===== src/hw/rtl/hvd_pkg.sv =====
`timescale 1ns / 1ps
// ----------------------------------------------------------------------------
// hvd_pkg
// Shared widths, constants and helper functions of the haversine distance
// pipeline.
// ----------------------------------------------------------------------------
package hvd_pkg;

    // Angle in 5e-8 degree units entering a sine/cosine lane
    localparam int ANG_W = 34;
    // Internal width for the angle wrap and fold
    localparam int WRAP_W = 36;
    // Rotation CORDIC datapath widths
    localparam int XY_W = 34;
    localparam int Z_W  = 33;
    // Vectoring CORDIC x and y width
    localparam int VXY_W = 33;
    // Number of CORDIC micro-rotations and square root digits
    localparam int CORDIC_ITER = 31;
    // Square root operand and result widths
    localparam int OP_W   = 31;
    localparam int ROOT_W = 31;
    localparam int REM_W  = 33;
    // Angle output of the vectoring stage, clamped to non-negative
    localparam int ANGLE_W = 31;
    // Radius register width and distance width
    localparam int RADIUS_W = 23;
    localparam int DIST_W   = 25;

    localparam logic signed [WRAP_W-1:0] TURN_HALF_UNITS = 36'sd7200000000;
    localparam logic signed [WRAP_W-1:0] HALF_TURN       = 36'sd3600000000;
    localparam logic signed [WRAP_W-1:0] QUARTER_TURN    = 36'sd1800000000;
    localparam logic [31:0]              RAD_SCALE       = 32'd4024455254;
    localparam logic signed [XY_W-1:0]   CORDIC_GAIN     = 34'sd652032875;
    localparam logic [OP_W-1:0]          Q30_ONE         = 31'd1073741824;
    localparam logic [RADIUS_W-1:0]      RADIUS_RESET    = 23'd6371000;
    localparam logic [DIST_W-1:0]        DIST_MAX        = {DIST_W{1'b1}};

    // Arctangent table in Q30, rounded to nearest
    localparam logic signed [Z_W-1:0] ATAN_TABLE [10] = '{
        33'sd843314857, 33'sd497837829, 33'sd263043837, 33'sd133525159,
        33'sd67021687,  33'sd33543516,  33'sd16775851,  33'sd8388437,
        33'sd4194283,   33'sd2097149
    };

    // Arctangent of 2^-idx in Q30
    function automatic logic signed [Z_W-1:0] atan_q30(input int idx);
        logic signed [Z_W-1:0] res;
        if (idx < 10) begin
            res = ATAN_TABLE[idx];
        end else begin
            res = Z_W'(64'sd1 <<< (30 - idx));
        end
        return res;
    endfunction

    // Bring a Q60 product back to Q30, rounding half away from zero
    function automatic logic signed [XY_W-1:0] q30_round(input logic signed [63:0] p);
        logic [63:0]             mag;
        logic [63:0]             rnd;
        logic signed [XY_W-1:0]  res;
        mag = p[63] ? 64'(-p) : 64'(p);
        rnd = (mag + 64'd536870912) >> 30;
        res = XY_W'(rnd);
        if (p[63]) begin
            res = -res;
        end
        return res;
    endfunction

endpackage


===== src/hw/rtl/hvd_sqrt.sv =====
`timescale 1ns / 1ps
// ----------------------------------------------------------------------------
// hvd_sqrt
// Pipelined digit-by-digit square root of a Q30 value, one result bit per
// stage. The result is floor(sqrt(op * 2^30)), again in Q30.
// ----------------------------------------------------------------------------
module hvd_sqrt (
    input  logic                          i_clk,
    input  logic                          i_rst_n,
    input  logic                          i_en,
    input  logic                          i_valid,
    input  logic [hvd_pkg::OP_W-1:0]      i_op,
    output logic                          o_valid,
    output logic [hvd_pkg::ROOT_W-1:0]    o_root
);

    localparam int N = hvd_pkg::CORDIC_ITER;

    logic                          r_v    [0:N];
    logic [hvd_pkg::OP_W-1:0]      r_op   [0:N];
    logic [hvd_pkg::REM_W-1:0]     r_rem  [0:N];
    logic [hvd_pkg::ROOT_W-1:0]    r_root [0:N];

    // Load the operand
    always_ff @(posedge i_clk) begin
        if (!i_rst_n) begin
            r_v[0] <= 1'b0;
        end else if (i_en) begin
            r_v[0] <= i_valid;
        end
    end

    always_ff @(posedge i_clk) begin
        if (i_en) begin
            r_op[0]   <= i_op;
            r_rem[0]  <= '0;
            r_root[0] <= '0;
        end
    end

    // One root bit per stage, two radicand bits taken in each
    for (genvar k = 0; k < N; k++) begin : g_digit
        logic [61:0]                  rad;
        logic [1:0]                   pair;
        logic [hvd_pkg::REM_W+1:0]    rem_sh;
        logic [hvd_pkg::REM_W+1:0]    trial;

        assign rad    = {1'b0, r_op[k], 30'b0};
        assign pair   = rad[61-2*k -: 2];
        assign rem_sh = {r_rem[k], pair};
        assign trial  = (hvd_pkg::REM_W+2)'({r_root[k], 2'b01});

        always_ff @(posedge i_clk) begin
            if (!i_rst_n) begin
                r_v[k+1] <= 1'b0;
            end else if (i_en) begin
                r_v[k+1] <= r_v[k];
            end
        end

        always_ff @(posedge i_clk) begin
            if (i_en) begin
                r_op[k+1] <= r_op[k];
                if (rem_sh >= trial) begin
                    r_rem[k+1]  <= hvd_pkg::REM_W'(rem_sh - trial);
                    r_root[k+1] <= {r_root[k][hvd_pkg::ROOT_W-2:0], 1'b1};
                end else begin
                    r_rem[k+1]  <= hvd_pkg::REM_W'(rem_sh);
                    r_root[k+1] <= {r_root[k][hvd_pkg::ROOT_W-2:0], 1'b0};
                end
            end
        end
    end

    assign o_valid = r_v[N];
    assign o_root  = r_root[N];

endmodule


===== config.mk =====
export PLATFORM = sky130hd
export DESIGN_NAME = hvd_sqrt
export DESIGN_NICKNAME = d
export VERILOG_FILES = /design/src/hw/rtl/hvd_pkg.sv /design/src/hw/rtl/hvd_sqrt.sv
export SDC_FILE = /design/constraint.sdc
export NUM_CORES = 2
export LEC_CHECK = 0
export ABC_CLOCK_PERIOD_IN_PS = 7500
export BUFFER_PORTS_ARGS = -buffer_cell sky130_fd_sc_hd__buf_4
export CAP_MARGIN = 20
export CORE_MARGIN = 3
export CORE_UTILIZATION = 65
export DETAILED_ROUTE_END_ITERATION = 10
export GPL_ROUTABILITY_DRIVEN = 0
export PLACE_DENSITY = 0.81
export SLEW_MARGIN = 10
export SYNTH_ARGS = -nofsm -noshare
export SYNTH_HDL_FRONTEND = slang
export SYNTH_SLANG_ARGS = --single-unit

===== constraint.sdc =====
create_clock -name i_clk -period 7.5 [get_ports i_clk]
set_input_delay 2.25 -clock i_clk [delete_from_list [all_inputs] [get_ports i_clk]]
set_output_delay 2.25 -clock i_clk [all_outputs]
set_load 0.02 [all_outputs]

== Word-level counts from Yosys, hierarchy flattened ==
Memory sizes are Yosys's and may differ from the RTL's.
Index checks and enable logic that the tools add are counted.
W data, S select, Z words.
Word-level totals
  flip-flop bits (word level): 0
  memory bits (writable): 3072
  bits of input ports: 35
  output and inout bits: 32
  word-level logic and storage cells: 445
  memories: 4
Cells by class
  add/sub/neg operators: 31
  magnitude comparators: 31
  multiplexer cells: 285
  bitwise operators: 94
Memory list
  r_rem: words 32, bits a word 33, rd ports 31, clocked after Yosys merged registers in 0, write ports 32, RTL line hvd_sqrt.sv:21  | logic [hvd_pkg::REM_W-1:0] r_rem [0:N];
  r_op: words 32, bits a word 31, rd ports 31, clocked after Yosys merged registers in 0, write ports 32, RTL line hvd_sqrt.sv:20  | logic [hvd_pkg::OP_W-1:0] r_op [0:N];
  r_root: words 32, bits a word 31, rd ports 32, clocked after Yosys merged registers in 0, write ports 32, RTL line hvd_sqrt.sv:22  | logic [hvd_pkg::ROOT_W-1:0] r_root [0:N];
  r_v: words 32, bits a word 1, rd ports 32, clocked after Yosys merged registers in 0, write ports 32, RTL line hvd_sqrt.sv:19  | logic r_v [0:N];
Operators with widths (number)
  $ge A35 B33 Y1: 31
  $mux W33: 31
  $sub A33 B33 Y33: 31
  $mux W31: 31
  $mux W1: 223
  $or A1 B1 Y1: 94

== Depth between registers and ports, before layout ==
An unclocked memory read counts as a cell.
  depth in word-level cells: 6
  depth in mapped cells: 14
  depth with buffers taken out: 12

== Worst setup path before layout ==
Ideal clock, no wire load.
  kind: input to register
  start: input port i_en
  end: memory r_rem[29][0] in the netlist's numbering, enable pin
  arrival: 4.913 ns
  setup slack: 2.146 ns
  stages: 5
  cell sequence: clkbuf_1 > clkbuf_1 > clkbuf_1 > clkbuf_1 > clkbuf_1
RTL lines
  from (decl): RTL line hvd_sqrt.sv:10  | input logic i_en,
  to (decl): RTL line hvd_sqrt.sv:21

==> metrics.md <==
| Metric | Value |
|---|---|
| Post-CTS Setup Bufs | `0` |
| Antenna Nets Post-Route | `0` |
| Vias in the first global route | `58090` |
| WS Path Type | `in -> reg` |
| First-pass GRT wire length | `297800 um` |
| Min-delay worst type | `reg -> reg` |
| Hold buffer count at CTS | `0` |
| Fmax | `213.2 MHz` |
| Status | `completed` |
| CTS Buf Count | `178` |
| Gr ovfl total | `0` |
| Setup TNS | `0 ns` |
| Number of flops mapped to enable cells by yosys | `1719` |
| Final Util | `0.7183` |
| Initial antenna violation count | `0` |
| Relative slew slack | `0.2921` |
| DP Cell Count | `9280` |
| Die Wd | `376.1 um` |
| Critical path arrival | `5.24 ns` |
| Root buffer cell | `clkbuf_16` |
| Drc violations | `0` |
| Leakage power | `0.03786 uW` |
| Worst R2R End | `r_rem[29][6]` |
| RSZ-0062 raised after global routing | `no` |
| # diodes | `0` |
| Max VDD drop | `0.2082 mV` |
| Worst Path Required | `8.05 ns` |
| Yosys warnings | `0` |
| H-tree depth | `4` |
| Share of cells above drive strength 1 | `0.06965` |
| Library cells used by synthesis | `86` |
| Nets | `8229` |
| Post-Synthesis Mean Instance Area | `11.77 um2` |
| Worst-Margin Slew | `1.060 ns` |
| Clock Sinks | `1721` |
| Mapped Cells | `7560` |
| Die Y | `376.1 um` |
| CP Max Fanout | `118` |
| Pwr Density | `296.1 nW/um2` |
| Global Route Usage Sum | `0.2610` |
| Type of origin of the critical path | `primary input` |
| Hold Path Origin | `r_op[0][100]` |
| Ports | `67` |
| Hold Violations, Final | `0` |
| Worst-Skew Late Latency | `0.81 ns` |
| Die Area | `141400 um2` |
| Sequential area share after synthesis | `0.5804` |
| Async S/R FF share, synth | `0` |
| Synth Cell Area | `89010 um2` |
| HPWL after DPL | `132600 um` |
| CTS tree | `done` |
| Hold EP | `r_op[0][131]` |
| Final Skew | `0.05291 ns` |
| Hold Path Stages | `0` |
| Slew Limit Fails | `0` |
| WL final | `186000 um` |
| Initial DRC Count | `5170` |
| Number of max-cap violations | `0` |
| PostCTS Resize Cnt | `0` |
| CTS Buffer Depth | `3` |
| Placement row count | `135` |
| Hold_ws | `0.4116 ns` |
| Area of placed instances | `91560 um2` |
| Final Cycle Share | `0.6253` |
| Flops & latches, synth | `1721` |
| Crit path time final | `4.689 ns` |
| Primary FF master, synth | `edfxtp_1` |
| Core Area | `135600 um2` |
| Worst setup EP type | `flop` |
| Synthesized Nets | `8107` |
| WL/cell | `19.36 um` |
| Largest net degree at the start of global routing | `173` |
| R2R depth | `10` |
| R2R Setup Slk | `3.19 ns` |
| Clock edge transition at the registers on the reported setup and hold paths | `0.06 ns` |
| Endpoints failing setup | `0` |
| Reg-to-Reg Start | `r_root[3][124]` |
| Fin cells | `9606` |
| Vias per cell | `6.131` |
| Number of fill cells in the layout | `8883` |
| Area Growth Syn to Fin | `9.463%` |
| PortBufs | `66` |
| Finished Cell Area | `97430 um2` |
| DR pass1 iterations | `7` |
| Starting density of the core | `0.6562` |
| Vias post-DR | `58890` |
how the worst max path moves through the flow:
stage | from | endpoint | slack (ns) | cells after the start
2_1_floorplan | i_en | r_rem[29][0] | 2.15 | 5
3_3_place_gp | i_en | r_rem[26][25] | 2.10 | 8
3_5_place_dp | i_en | r_rem[24][21] | 2.08 | 7
4_1_cts | i_en | r_rem[18][20] | 2.84 | 9
5_1_grt | i_en | r_rem[26][25] | 2.53 | 8
6_report | i_en | r_rem[26][25] | 2.81 | 8
per-stage QoR:
step                worst slack (ns)  total power (uW)
finish                         2.811             28850
global route                   2.525             30190
CTS                            2.842             28900
detailed placement             2.076             20100
global placement               2.095             19810
floorplan                      2.146             18230
registers in the layout, indices dropped and copies added, names as in the netlist:
signal / count
r_root: 496
r_op: 271
r_v: 32
r_rem: 922
layout make-up:
class | count | area [um2] | share of cell area
clock inverters | 112 | 1221 | 0.01253
repair buffers | 118 | 988.4 | 0.01014
well taps | 1781 | 2228 | 0.02287
clock buffers | 211 | 4599 | 0.04721
inverters | 651 | 2444 | 0.02508
multi-input cells | 5012 | 34290 | 0.3520
flip-flops and latches | 1721 | 51660 | 0.5302
placed cells by master, fill, tap and decap left out, types with 74 or more instances in the layout:
master and instances:
a21oi_1 425, or3_1 107, o21ai_0 448, nand3_1 138, o21a_1 95, clkbuf_16 179, xnor2_1 350, nor4_1 111
nor2_1 452, buf_4 110, xor2_1 371, edfxtp_1 1719, mux2_2 87, ha_1 498, nor3_1 195, a21o_1 190
inv_1 649, nand2_1 600, nand2b_1 74
synthesized netlist by cell type (45+ instances only):
cell type | n | area share
a21o_1 | 190 | 0.016
xnor2_1 | 350 | 0.034
nand2b_1 | 74 | 0.0052
clkbuf_1 | 162 | 0.0068
or3_1 | 107 | 0.0075
o21a_1 | 95 | 0.0080
o21ai_0 | 448 | 0.025
a21oi_1 | 427 | 0.024
nor4_1 | 113 | 0.0079
xor2_1 | 371 | 0.037
nor2b_1 | 63 | 0.0044
inv_1 | 649 | 0.027
o21bai_1 | 54 | 0.0046
nor3_1 | 195 | 0.011
nand3_1 | 138 | 0.0078
nand2_1 | 600 | 0.025
and3_1 | 65 | 0.0046
o31ai_1 | 46 | 0.0039
edfxtp_1 | 1719 | 0.58
or4_1 | 47 | 0.0040
a211oi_1 | 45 | 0.0038
nand4_1 | 61 | 0.0043
ha_1 | 498 | 0.070
mux2_2 | 87 | 0.011
nor2_1 | 452 | 0.019
per-layer routing:
metal / up-vias / share of wire / wire, um / GRT usage
li1: 27940 / - / - / -
met5: - / 0 / 0 / 0
met1: 28410 / 0.39 / 71970 / 0.3164
met4: 0 / 0.043 / 8061 / 0.1088
met3: 547 / 0.051 / 9504 / 0.03658
met2: 1994 / 0.52 / 96420 / 0.4688
where the power goes:
part / leakage (uW) / internal, uW / total (uW) / switching, uW
registers: 0.0163 / 12400 / 13500 / 1080
clock network: 0.00282 / 4980 / 8770 / 3780
logic: 0.0187 / 2830 / 6600 / 3770
cells by family (layout without fill, tap and decap cells):
family	count (synthesis)	in the layout	share of synthesized area
AOI/OAI and AO/OA	1561	1561	0.1092
xor gates and xnor gates	721	721	0.07095
adders and majority gates	512	512	0.07315
buffers and inverters	827	1092	0.03506
DFF	1721	1721	0.5804
muxes	97	97	0.01213
and+or+nand+nor	2121	2121	0.1191
critical path, stage by stage:
cell and delay [ns]:
buf_16 0.39, buf_4 0.42, nor4b_1 0.34, nand3_1 0.15, nor2_1 0.14, and2_1 0.60
inv_2 0.38, mux2_2 0.37
(Power assumes the default switching activity.)
